==> config.mk <==
export PLATFORM = sky130hd
export DESIGN_NAME = ir_pulse_distance_receiver_top
export DESIGN_NICKNAME = d
export VERILOG_FILES = /design/src/hdl/irpd_pkg.sv /design/src/hdl/irpd_cfg_regs.sv /design/src/hdl/irpd_decoder.sv /design/src/hdl/ir_pulse_distance_receiver_top.sv
export VERILOG_INCLUDE_DIRS = /design/src /design/src/hdl
export SDC_FILE = /design/constraint.sdc
export NUM_CORES = 1
export LEC_CHECK = 0
export BUFFER_PORTS_ARGS = -buffer_cell sky130_fd_sc_hd__buf_2
export CORE_MARGIN = 4
export CORE_UTILIZATION = 55
export CTS_CLUSTER_DIAMETER = 80
export DETAILED_ROUTE_END_ITERATION = 12
export GPL_TIMING_DRIVEN = 0
export HOLD_SLACK_MARGIN = 0.1
export PLACE_DENSITY_LB_ADDON = 0.12
export SLEW_MARGIN = 20
export SYNTH_ARGS = -nofsm -noshare
export SYNTH_HDL_FRONTEND = slang
export SYNTH_SLANG_ARGS = --single-unit
export TNS_END_PERCENT = 20
==> constraint.sdc <==
create_clock -name clk -period 7.84 [get_ports clk]
set_input_delay 1.568 -clock clk [delete_from_list [all_inputs] [get_ports clk]]
set_output_delay 1.568 -clock clk [all_outputs]
set_load 0.05 [all_outputs]
==> src/hdl/assert_macros.svh <==
// ----------------------------------------------------------------------------
// assertion macros
// clocked implication checks, compiled out with NO_ASSERTIONS
// ----------------------------------------------------------------------------
`ifndef ASSERT_MACROS_SVH
`define ASSERT_MACROS_SVH

`ifndef NO_ASSERTIONS
// same-cycle implication
`define ASSERT_IMPL(lbl, clk, rstn, ante, cons) \
  lbl: assert property (@(posedge clk) disable iff (!(rstn)) (ante) |-> (cons)) \
    else $error("assertion failed: same-cycle implication");
// next-cycle implication
`define ASSERT_NEXT(lbl, clk, rstn, ante, cons) \
  lbl: assert property (@(posedge clk) disable iff (!(rstn)) (ante) |=> (cons)) \
    else $error("assertion failed: next-cycle implication");
`else
`define ASSERT_IMPL(lbl, clk, rstn, ante, cons)
`define ASSERT_NEXT(lbl, clk, rstn, ante, cons)
`endif

`endif

==> src/hdl/irpd_pkg.sv <==
// ----------------------------------------------------------------------------
// irpd_pkg
// shared types and constants of the ir pulse distance receiver
// ----------------------------------------------------------------------------
`default_nettype none

package irpd_pkg;

  localparam int WORD_W    = 16;
  localparam int TIME_W    = 32;
  localparam int CFG_W     = 16;
  localparam int CFG_IDX_W = 2;

  // register indexes
  localparam logic [CFG_IDX_W-1:0] REG_MAX_INTERVAL   = 2'd0;
  localparam logic [CFG_IDX_W-1:0] REG_MIN_INTERVAL   = 2'd1;
  localparam logic [CFG_IDX_W-1:0] REG_ONE_THRESHOLD  = 2'd2;
  localparam logic [CFG_IDX_W-1:0] REG_ZERO_THRESHOLD = 2'd3;

  // reset values
  localparam logic [CFG_W-1:0] RST_MAX_INTERVAL   = 16'd8000;
  localparam logic [CFG_W-1:0] RST_MIN_INTERVAL   = 16'd200;
  localparam logic [CFG_W-1:0] RST_ONE_THRESHOLD  = 16'd1100;
  localparam logic [CFG_W-1:0] RST_ZERO_THRESHOLD = 16'd200;

  typedef struct packed {
    logic [CFG_W-1:0] max_interval;
    logic [CFG_W-1:0] min_interval;
    logic [CFG_W-1:0] one_threshold;
    logic [CFG_W-1:0] zero_threshold;
  } cfg_t;

  typedef struct packed {
    logic              emit;   // the pending beat completes a frame
    logic              busy;   // frame in progress
    logic [WORD_W-1:0] word;   // word after the pending beat
  } dec_status_t;

endpackage

`default_nettype wire

==> src/hdl/irpd_cfg_regs.sv <==
// ----------------------------------------------------------------------------
// irpd_cfg_regs
// interval limits and bit thresholds, written through a plain write port
// ----------------------------------------------------------------------------
`default_nettype none

module irpd_cfg_regs (
  input  wire                               clk,
  input  wire                               rst_n,
  input  wire                               cfg_we,
  input  wire  [irpd_pkg::CFG_IDX_W-1:0]    cfg_index,
  input  wire  [irpd_pkg::CFG_W-1:0]        cfg_wdata,
  output irpd_pkg::cfg_t                    cfg
);
  import irpd_pkg::*;

  cfg_t cfg_r;
  cfg_t cfg_nxt;

  always_comb begin
    cfg_nxt = cfg_r;
    if (cfg_we) begin
      case (cfg_index)
        REG_MAX_INTERVAL:   cfg_nxt.max_interval   = cfg_wdata;
        REG_MIN_INTERVAL:   cfg_nxt.min_interval   = cfg_wdata;
        REG_ONE_THRESHOLD:  cfg_nxt.one_threshold  = cfg_wdata;
        REG_ZERO_THRESHOLD: cfg_nxt.zero_threshold = cfg_wdata;
        default:            cfg_nxt = cfg_r;
      endcase
    end
  end

  always_ff @(posedge clk) begin
    if (!rst_n) begin
      cfg_r.max_interval   <= RST_MAX_INTERVAL;
      cfg_r.min_interval   <= RST_MIN_INTERVAL;
      cfg_r.one_threshold  <= RST_ONE_THRESHOLD;
      cfg_r.zero_threshold <= RST_ZERO_THRESHOLD;
    end else begin
      cfg_r <= cfg_nxt;
    end
  end

  assign cfg = cfg_r;

endmodule

`default_nettype wire

==> src/hdl/irpd_decoder.sv <==
// ----------------------------------------------------------------------------
// irpd_decoder
// frame state and one-step edge decode: interval check, bit store, frame end
// ----------------------------------------------------------------------------
`default_nettype none

module irpd_decoder #(
  parameter int FRAME_BITS = 16
) (
  input  wire                               clk,
  input  wire                               rst_n,
  input  irpd_pkg::cfg_t                    cfg,
  input  wire                               item_level,
  input  wire  [irpd_pkg::TIME_W-1:0]       item_time,
  input  wire                               fire,
  output irpd_pkg::dec_status_t             status
);
  import irpd_pkg::*;

  localparam int CNT_W = $clog2(FRAME_BITS + 1);

  logic              busy_r,  busy_nxt;
  logic              await_r, await_nxt;
  logic [CNT_W-1:0]  bits_r,  bits_nxt;
  logic [TIME_W-1:0] last_r,  last_nxt;
  logic [WORD_W-1:0] word_r,  word_nxt;

  logic [TIME_W-1:0] span;
  logic              abort;
  logic              is_one;
  logic              is_zero;
  logic [CNT_W-1:0]  bits_after;
  logic [WORD_W-1:0] word_after;
  logic              emit_c;

  // wrapping interval since the previous rising edge
  assign span    = item_time - last_r;
  assign abort   = (span > {16'd0, cfg.max_interval}) || (span < {16'd0, cfg.min_interval});
  assign is_one  = span > {16'd0, cfg.one_threshold};
  assign is_zero = !is_one && (span > {16'd0, cfg.zero_threshold});

  always_comb begin
    word_after = word_r;
    for (int k = 0; k < WORD_W; k++) begin
      if ((is_one || is_zero) && (32'(bits_r) == k)) begin
        word_after[k] = is_one;
      end
    end
  end

  assign bits_after = (is_one || is_zero) ? bits_r + CNT_W'(1) : bits_r;
  assign emit_c     = busy_r && item_level && !await_r && !abort
                      && (32'(bits_after) >= FRAME_BITS);

  always_comb begin
    busy_nxt  = busy_r;
    await_nxt = await_r;
    bits_nxt  = bits_r;
    last_nxt  = last_r;
    word_nxt  = word_r;
    if (fire) begin
      if (!busy_r) begin
        if (!item_level) begin
          busy_nxt  = 1'b1;
          await_nxt = 1'b1;
          bits_nxt  = '0;
          word_nxt  = '0;
        end
      end else if (item_level) begin
        if (await_r) begin
          await_nxt = 1'b0;
          bits_nxt  = '0;
          last_nxt  = item_time;
        end else if (abort) begin
          busy_nxt  = 1'b0;
          await_nxt = 1'b1;
          bits_nxt  = '0;
          word_nxt  = '0;
        end else begin
          bits_nxt = bits_after;
          word_nxt = word_after;
          last_nxt = item_time;
          if (emit_c) begin
            busy_nxt = 1'b0;
          end
        end
      end
    end
  end

  always_ff @(posedge clk) begin
    if (!rst_n) begin
      busy_r  <= 1'b0;
      await_r <= 1'b0;
      bits_r  <= '0;
      last_r  <= '0;
      word_r  <= '0;
    end else begin
      busy_r  <= busy_nxt;
      await_r <= await_nxt;
      bits_r  <= bits_nxt;
      last_r  <= last_nxt;
      word_r  <= word_nxt;
    end
  end

  assign status.emit = emit_c;
  assign status.busy = busy_r;
  assign status.word = word_after;

endmodule

`default_nettype wire

==> src/hdl/ir_pulse_distance_receiver_top.sv <==
// ----------------------------------------------------------------------------
// ir_pulse_distance_receiver_top
// pulse distance infrared frame receiver working on timestamped edge beats
// ----------------------------------------------------------------------------
// usage
//   in_*  : one beat per line edge, in_line_level is the level after the edge
//           and in_edge_time a free-running 32-bit tick stamp
//   out_* : one beat per completed frame, first received bit in bit 0
//   cfg_* : plain write port, index 0..3 selects max_interval, min_interval,
//           one_threshold, zero_threshold; write only while idle
// timing
//   a beat lands in the input register, then the decode step and the result
//   register follow; a frame word shows on out_valid once the edge beat that
//   completes it has moved from the input register into the result register
//   throughput is one beat per cycle outside stalls, set by the decoder's
//   single step (one 32-bit subtract and four compares against the limits)
// reset
//   rst_n low clears the frame state and loads the default limits
// stall
//   while a frame word waits on out_ready, beats that produce no word still
//   pass; a beat that completes a frame waits in the input register
// ----------------------------------------------------------------------------
`default_nettype none

`include "assert_macros.svh"

module ir_pulse_distance_receiver_top #(
  parameter int FRAME_BITS = 16
) (
  input  wire                               clk,
  input  wire                               rst_n,
  // edge channel
  input  wire                               in_valid,
  output logic                              in_ready,
  input  wire                               in_line_level,
  input  wire  [irpd_pkg::TIME_W-1:0]       in_edge_time,
  // frame channel
  output logic                              out_valid,
  input  wire                               out_ready,
  output logic [irpd_pkg::WORD_W-1:0]       out_frame_word,
  // configuration
  input  wire                               cfg_we,
  input  wire  [irpd_pkg::CFG_IDX_W-1:0]    cfg_index,
  input  wire  [irpd_pkg::CFG_W-1:0]        cfg_wdata
);
  import irpd_pkg::*;

  cfg_t        cfg;
  dec_status_t status;

  // input register
  logic              s_valid_r, s_valid_nxt;
  logic              s_level_r;
  logic [TIME_W-1:0] s_time_r;

  // result register
  logic              o_valid_r, o_valid_nxt;
  logic [WORD_W-1:0] o_word_r;

  logic fire;
  logic load_out;

  irpd_cfg_regs u_cfg (
    .clk       (clk),
    .rst_n     (rst_n),
    .cfg_we    (cfg_we),
    .cfg_index (cfg_index),
    .cfg_wdata (cfg_wdata),
    .cfg       (cfg)
  );

  irpd_decoder #(
    .FRAME_BITS (FRAME_BITS)
  ) u_dec (
    .clk        (clk),
    .rst_n      (rst_n),
    .cfg        (cfg),
    .item_level (s_level_r),
    .item_time  (s_time_r),
    .fire       (fire),
    .status     (status)
  );

  // the staged beat moves on unless it completes a frame and the result
  // register is still occupied
  assign fire     = s_valid_r && (!status.emit || !o_valid_r || out_ready);
  assign load_out = fire && status.emit;
  assign in_ready = !s_valid_r || fire;

  always_comb begin
    s_valid_nxt = s_valid_r;
    if (in_valid && in_ready) begin
      s_valid_nxt = 1'b1;
    end else if (fire) begin
      s_valid_nxt = 1'b0;
    end
  end

  always_comb begin
    o_valid_nxt = o_valid_r;
    if (load_out) begin
      o_valid_nxt = 1'b1;
    end else if (out_ready) begin
      o_valid_nxt = 1'b0;
    end
  end

  always_ff @(posedge clk) begin
    if (!rst_n) begin
      s_valid_r <= 1'b0;
      o_valid_r <= 1'b0;
    end else begin
      s_valid_r <= s_valid_nxt;
      o_valid_r <= o_valid_nxt;
    end
  end

  // payload, no reset
  always_ff @(posedge clk) begin
    if (in_valid && in_ready) begin
      s_level_r <= in_line_level;
      s_time_r  <= in_edge_time;
    end
    if (load_out) begin
      o_word_r <= status.word;
    end
  end

  assign out_valid      = o_valid_r;
  assign out_frame_word = o_word_r;

  // a completed frame is always captured by the result register
  `ASSERT_NEXT(a_frame_loaded, clk, rst_n, load_out, o_valid_r && (o_word_r == $past(status.word)))
  // completing a frame returns the decoder to idle
  `ASSERT_NEXT(a_idle_after_frame, clk, rst_n, load_out, !status.busy)
  // the input side stalls only behind a blocked frame word
  `ASSERT_IMPL(a_stall_cause, clk, rst_n, !in_ready,
               s_valid_r && status.emit && o_valid_r && !out_ready)

endmodule

`default_nettype wire

# Yosys cells after proc, flatten, opt, wreduce, memory -nomap -nowiden
# Cells that the tools add are included.
# totals
register_bits	170
inputBits	56
out_inout_bits	18
word_cells	133
# op_classes
add_sub_neg	2
n_lt_le_gt_ge	5
n_eq_ne	22
n_mux	44
reduce_logical	46
# op_table
op	count
> comparator 32 x 16 -> 1 bit	3
two-way mux 16 bit	5
two-way mux 32 bit	2
== test 5 x 4 -> 1 bit, second input constant	8
less-than comparator 32 x 16 -> 1 bit	1
subtractor 32 bit	1
two-way mux 1 bit	31
two-way mux 5 bit	6
logical AND 1 bit	24
== test 5 x 3 -> 1 bit, second input constant	4
== test 5 x 2 -> 1 bit, second input constant	2
AND reduction 2 bit	4
AND reduction 4 bit	2
logical NOT 1 bit	6
adder 5 x 1 -> 5 bit, second input constant	1
== test 5 x 1 -> 1 bit, second input constant	1
>= comparator 5 bit, second input constant	1
logical NOT 5 bit	1
logical OR 1 bit	5
== test 2 bit, second input constant	2
inequality test 2 x 1 -> 1 bit, second input constant	2
inequality test 2 bit, second input constant	2
nonzero test 2 bit	2
AND reduction 3 bit	1
2 further kinds	2

# Depth between registers and ports, before layout
# Gate-level depths: netlist of run 1.
# depth
depth_word	15
depth_mapped	23
depth_no_buf	21

# Modules after synthesis
# From an unflattened synthesis of run 1, not the netlist that was laid out.
# hier_totals
cells_unflattened	1199
area_unflattened_um2	10611.4
# modules_own_cells
mod	n_inst	cells_each	area_per_inst_um2	seq_area_each_um2
irpd_decoder	1	897	6517.5	1101.1
irpd_cfg_regs	1	241	2504.9	1281.2
ir_pulse_distance_receiver_top	1	61	1589.0	1511.4

# Worst setup path before layout of run 1
# No wires, ideal clock.
# synth_timing
kind	flip-flop to output port
start	register s_time_r[3]
end	output port in_ready
arrival_time_ns	4.095
required_time_ns	6.272
path_slack_ns	2.177
path_stages_with_launch	20
n_path_buf	0
path_cell_list	edfxtp_1 > ha_1 > a21o_1 > a21oi_1 > nand2_1 > a21o_1 > a21oi_1 > o21bai_1 > a21oi_1 > xnor2_1 > ha_1 > a21o_1 > a21oi_1 > nor2b_1 > o21ai_0 > a32o_1 > a31oi_1 > nor3b_1 > and3_1 > inv_1
# synth_between
elab_chain_len	13
word_cells_on_any_way	19
classes_between	add/sub (1); order compare (5); mux (1); reduce/logical (12)
# synth_rtl
item	line_no	text
start, declared	ir_pulse_distance_receiver_top.sv:54	logic [TIME_W-1:0] s_time_r;
start signal, assigned	ir_pulse_distance_receiver_top.sv:122	s_time_r <= in_edge_time;
subtractor 32 bit (*)	irpd_decoder.sv:37	assign span = item_time - last_r;
> comparator 32 x 16 -> 1 bit	irpd_decoder.sv:39	assign is_one = span > {16'd0, cfg.one_threshold};
logical NOT 1 bit	irpd_decoder.sv:40	assign is_zero = !is_one && (span > {16'd0, cfg.zero_threshold});
logical AND 1 bit	irpd_decoder.sv:40	
logical OR 1 bit	irpd_decoder.sv:51	assign bits_after = (is_one || is_zero) ? bits_r + CNT_W'(1) : bits_r;
two-way mux 5 bit	irpd_decoder.sv:51	
>= comparator 5 bit	irpd_decoder.sv:53	&& (32'(bits_after) >= FRAME_BITS);
logical AND 1 bit (*)	irpd_decoder.sv:53	
logical NOT 1 bit (*)	ir_pulse_distance_receiver_top.sv:86	assign fire = s_valid_r && (!status.emit || !o_valid_r || out_ready);
logical OR 1 bit (*) (2 in series)	ir_pulse_distance_receiver_top.sv:86	
logical AND 1 bit (*)	ir_pulse_distance_receiver_top.sv:86	
logical OR 1 bit (*)	ir_pulse_distance_receiver_top.sv:88	assign in_ready = !s_valid_r || fire;
end, declared	ir_pulse_distance_receiver_top.sv:34	output logic in_ready,
# Every way passes the cells marked *; elsewhere a longest branch is shown, timed or not.

# Final worst setup path of run 1
# layout_timing
start	register s_time_r[0]
end	output port in_ready
# The elaborated chain is that of the path after synthesis.

==> metrics.yaml, run 1 <==
run_status:
  status: "finished, final reports clean"
setup_path:
  r2r_cells: 19
  cp_data_required_time_ps: 6270
  ff2ff_setup_slack_ps: 2120
  cpPeakStageDelay_ps: 700
  crit_chain: "inv_1 -> ha_1 -> fa_1 -> nand2b_1 -> a21oi_1 -> o21ai_1 -> nand2_1 -> o21ai_0 -> xnor2_1 -> ha_1 -> and4_1 -> and2_1 -> o211ai_1 -> a32o_1 -> a31oi_1 -> nor3b_1 -> and3_1 -> inv_1 -> buf_2"
  cp-start-kind: "flop"
  worstPathMaxFanout: 7
  endpoint_kind: "output pin"
  cp.arrival_ps: 5580
  crit_slowest_cell: "nor3b_1"
  regToRegStartpoint: "s_time_r[0]"
  critical_path_class: "reg -> out"
  endpoint: "in_ready"
  cp-startpoint: "s_time_r[0]"
  timing.rr.end: "out_frame_word[14]"
global_route:
  grt-ovfl-total: 0
  grt_use_total_pct: 23.4
  antenna_found_initial: 0
  grt_pass1_vias: 8599
  grt_pass1_wl_um: 41600
  grt_max_degree: 28
timing:
  fmax_mhz: 140
  post-route-period-util_pct: 91.1
  min_period_ps: 7150
  tns_ps: 0
  setup_viol: 0
  rsz0062_at_grt: "no"
  drv_slew: 0
  worst_slew_pin_slew_ps: 861
  finalHoldViolCount: 0
  slew_headroom_pct: 41.7
  skew_ps: 11.4
final_layout:
  num_antenna_cells: 0
  nFillCells: 1663
  finalInstanceArea_sq_um: 11900
  fin_nets: 1507
  areaGrowthSynthToFinish_pct: 12.6
  drive_gt1_share_pct: 11.5
  final_util_pct: 63.3
floorplanning:
  die-area_sq_um: 21500
  initial_utilization_pct: 56.2
  die_y_um: 147
  die_w_um: 147
  io_pins: 74
  core_sq_um: 18800
  num_rows: 50
logic_synthesis:
  syn_nets: 1414
  async_reset_ff_share_pct: 0
  synth.avg_cell_area_sq_um: 8.43
  post-synth-top-area-fraction_pct: 22.9
  synth.most_common_cell: "nand2_1"
  synth_top_cell_by_area: "dfxtp_1"
  netlist_area_sq_um: 10600
  synth_common_cells: "245 x nand2_1, 131 x inv_1, 121 x dfxtp_1, 101 x ha_1, 95 x a21oi_1"
  synth-edff-count: 49
  ys_ff_latch: 170
  postSynthCellCount: 1256
  yosysWarnings: 0
  netlist-cell-type-count: 85
  seq_area_frac_synth_pct: 36.8
  ys.flop_type: "dfxtp_1"
  yosys-top-cells-area: "dfxtp_1 23%, edfxtp_1 14%, ha_1 12%, nand2_1 8.7%, inv_1 4.6%"
placed_design:
  dpl_cell_area_sq_um: 11300
  routabilityCongestion: 0.918
  port_buffers: 73
  place_hpwl_um: 19500
route:
  wl_per_cell_um: 15.6
  route.detailed.drc: 0
  via_per_inst: 5.64
  first_pass_iters: 5
  num_vias: 9155
  wl_um: 25400
  initialDrtViolationCount: 601
  antenna_left: 0
cts:
  htreeDepth: 4
  post_cts_buffers: 0
  numCtsBuffers: 17
  ctsResizeCount: 0
  cts_max_path_buffers: 2
  tritoncts: "built"
  clock_latency_ps: 440
  clk_pin_slew_worst_paths_ps: 70
  holdBufCountCts: 0
  clock_sinks: 170
  clock-root-buffer: "clkbuf_16"
power:
  p_leak_uw: 0.00483
  powerDensity_nw_per_um2: 194
  ir_worst_vdd_mv: 0.160
hold_path:
  hold_class: "reg -> reg"
flow_run:
  cap_violations: 0
==> flip-flops by register name, indices dropped and copies added, names as in the netlist <==
signal / count
s_level_r: 1
u_dec.await_r: 1
u_dec.busy_r: 1
u_dec.bits_r: 5
out_valid: 1
s_valid_r: 1
u_cfg.cfg: 64
s_time_r: 32
u_dec.last_r: 32
out_frame_word: 16
u_dec.word_r: 16
==> layer usage <==
layer / wire (um) / GRT usage (%)
met5: 0 / 0
met4: 487 / 7.34
met3: 1090 / 3.89
met2: 11700 / 38.6
met1: 12100 / 31.5
==> per-stage QoR <==
step / instances / worst slack [ps] / hold slack, ps / total power (uW)
CTS: 1622 / 689 / 457 / 2330
global route: 1622 / 270 / 473 / 2430
global placement: 1589 / 964 / 443 / 1430
finish: 1622 / 695 / 453 / 2320
floorplan: 1256 / 2180 / 434 / 1310
detailed placement: 1590 / 1190 / 447 / 1440
==> worst min-delay path by stage <==
stage	startpoint	end	slack [ps]	depth (start not counted)
5_1_grt	u_cfg.cfg[51]	u_cfg.cfg[51]	470	2
3_5_place_dp	u_cfg.cfg[32]	u_cfg.cfg[32]	450	2
3_3_place_gp	u_cfg.cfg[24]	u_cfg.cfg[24]	440	2
6_report	u_cfg.cfg[32]	u_cfg.cfg[32]	450	2
4_1_cts	u_cfg.cfg[32]	u_cfg.cfg[32]	460	2
2_1_floorplan	u_cfg.cfg[32]	u_cfg.cfg[32]	430	2
==> placed cells by master (no fill, tap or decap), types with 23 or more instances in the layout <==
master and instances:
a21o_1 35, a21oi_1 95, buf_2 89, clkbuf_1 36, dfxtp_1 121, edfxtp_1 49, ha_1 101, inv_1 131
mux2i_1 32, nand2_1 245, nand4_1 27, nor2_1 29, o211ai_1 23, o21ai_0 48
==> power by group <==
| part | leakage, uW | internal (uW) | switching, uW | total [uW] |
|---|---|---|---|---|
| clock network | 0.000292 | 484 | 401 | 886 |
| registers | 0.00149 | 932 | 16.6 | 948 |
| logic | 0.00306 | 187 | 295 | 482 |
==> worst max-delay path: cells and delay by family, from the launching register on <==
kind / cells / cell delay, ps
buffers and inverters: 3 / 320
adders and majority gates: 3 / 980
DFF: 1 / 350
xor gates and xnor gates: 1 / 540
AOI/OAI and AO/OA: 6 / 1180
and+or+nand+nor: 6 / 1760
==> layout make-up <==
| cell class | instances | area [sq um] | share of cell area (%) |
|---|---|---|---|
| plain buffers | 60 | 302 | 2.53 |
| clock buffers | 18 | 429 | 3.60 |
| clock inverters | 14 | 180 | 1.51 |
| inverters | 132 | 495 | 4.15 |
| multi-input cells | 894 | 5920 | 49.6 |
| flip-flops and latches | 170 | 3890 | 32.6 |
| well taps | 260 | 325 | 2.73 |
| repair buffers | 74 | 385 | 3.23 |
==> kinds of logic after synthesis <==
kind of cell | synth area share [%]
XOR/XNOR | 1.74
adder cells (fa/ha/maj) | 12.1
buffers and inverters | 7.53
multiplexers | 3.24
flip-flops | 36.8
AND/OR/NAND/NOR | 18.1
AO/OA/AOI/OAI | 20.5
Power figures use the tool's default switching activity.
==> run 2: changes to the inputs <==
Settings changed: ABC_AREA set to 1, SYNTH_HIERARCHICAL set to 1.
==> metrics.yaml, run 2 <==
power:
  p_leak_uw: 0.00653
  power.total_uw: 2380
  ir_worst_vdd_mv: 0.137
  powerDensity_nw_per_um2: 187
route:
  via_per_inst: 4.93
  wl_um: 27700
  antenna_left: 0
  wl_met3_um: 1320
  wl_per_cell_um: 13.4
  met2_length_um: 12800
  initialDrtViolationCount: 653
  first_pass_iters: 5
  route.detailed.drc: 0
  num_vias: 10200
  top_layer: "met4"
  wl_met1_um: 13100
cts:
  tritoncts: "built"
  cts_max_path_buffers: 2
  htreeDepth: 4
  post_cts_buffers: 0
  holdBufCountCts: 0
  clk_pin_slew_worst_paths_ps: 70
  ctsResizeCount: 0
  numCtsBuffers: 17
  clock_sinks: 170
  clock-root-buffer: "clkbuf_16"
  clock_latency_ps: 430
timing:
  setup_viol: 0
  post-route-period-util_pct: 85.9
  drv_slew: 0
  skew_ps: 13.5
  worst_slew_pin_slew_ps: 848
  fmax_mhz: 149
  rsz0062_at_grt: "no"
  min_period_ps: 6730
  fin_ws_ps: 1110
  tns_ps: 0
  slew_headroom_pct: 43.4
  finalHoldViolCount: 0
final_layout:
  num_antenna_cells: 0
  fin_nets: 1947
  finalInstanceArea_sq_um: 12700
  largest_reg_flops: 64
  final_common_cell: "nand2_1"
  drive_gt1_share_pct: 9.49
  final_cell_mix: "466 x nand2_1, 335 x inv_1, 216 x nor2_1, 121 x dfxtp_1, 102 x nand3_1"
  areaGrowthSynthToFinish_pct: 11.7
setup_path:
  cp_data_required_time_ps: 6270
  worstPathMaxFanout: 10
  cp-startpoint: "s_time_r[0]"
  regToRegStartpoint: "s_time_r[0]"
  timing.rr.end: "u_dec/word_r[11]"
  critical_path_class: "reg -> out"
  r2r_cells: 30
  cp-start-kind: "flop"
  ff2ff_setup_slack_ps: 1810
  cp.arrival_ps: 5160
  endpoint: "in_ready"
  endpoint_kind: "output pin"
hold_path:
  hold_class: "reg -> reg"
  min_path_cells: 2
global_route:
  grt_max_degree: 34
  grt_pass1_wl_um: 45100
  grt_pass1_vias: 9335
  antenna_found_initial: 0
  grt_use_total_pct: 24.8
  grt-ovfl-total: 0
placed_design:
  routabilityCongestion: 0.961
  dpl_cell_area_sq_um: 12100
  dp_slack_ps: 1640
  port_buffers: 71
  place_hpwl_um: 21500
floorplanning:
  die_w_um: 152
  die_y_um: 152
  num_rows: 52
  initial_utilization_pct: 56.0
  core_sq_um: 20300
  io_pins: 74
  die-area_sq_um: 23000
logic_synthesis:
  yosysWarnings: 6
  postSynthCellCount: 1699
  synth.avg_cell_area_sq_um: 6.69
  netlist_area_sq_um: 11400
  syn_nets: 1857
run_status:
  status: "finished, final reports clean"
flow_run:
  cap_violations: 0
[run 2: cell type report]
type	instances	area, sq um
buffer	42	244
clock buffer	18	429
clock inverter	14	208
fill	1947	7600
inverter	343	1290
multi-input combinational	1144	5940
sequential	170	3890
tap	270	338
timing repair buffer	71	355
[run 2: worst min-delay path by stage]
| stage | startpoint | end | slack (ps) |
|---|---|---|---|
| floorplan | u_cfg/cfg[18] | u_cfg/cfg[18] | 430 |
| global placement | u_cfg/cfg[60] | u_cfg/cfg[60] | 440 |
| detailed placement | u_cfg/cfg[22] | u_cfg/cfg[22] | 450 |
| CTS | u_cfg/cfg[56] | u_cfg/cfg[56] | 460 |
| global route | u_cfg/cfg[22] | u_cfg/cfg[22] | 490 |
| finish | u_cfg/cfg[59] | u_cfg/cfg[59] | 460 |
[run 2: metal layers]
metal | up-vias | global-route usage (%)
met3 | 32 | 3.45
met2 | 204 | 41.9
met1 | 4563 | 33.4
li1 | 5425 | -
met5 | - | 0
met4 | 0 | 7.01
[run 2: worst max-delay path, cell delays in order (launching register included)]
cell	delay (ps)
edfxtp_1	350
inv_1	50
ha_1	210
fa_1	400
inv_1	120
nand2_1	60
nand2_1	70
and2_1	170
nand2_1	80
nand3_2	110
xor2_1	590
ha_1	370
nand4_1	90
inv_1	50
nand4_1	100
nor2_1	70
o31ai_1	610
nand4_1	190
buf_2	240
nand2_1	100
nand2_1	60
inv_1	50
nand2_1	60
inv_1	60
buf_4	120
nand4_2	130
buf_2	240
[run 2: stage by stage]
| step | utilization [%] | std cells | hold slack [ps] |
|---|---|---|---|
| final | 62.5 | 2072 | 458 |
| after global routing | 62.5 | 2072 | 486 |
| after CTS | 62.5 | 2072 | 462 |
| after detailed placement | 59.4 | 2040 | 447 |
| after global placement | 59.4 | 2040 | 444 |
| after floorplan | - | 1699 | 429 |
[run 2: power breakdown]
| group | switching (uW) | total [uW] | internal [uW] |
|---|---|---|---|
| Sequential | 18.4 | 955 | 937 |
| Clock | 379 | 922 | 543 |
| Combinational | 329 | 501 | 171 |
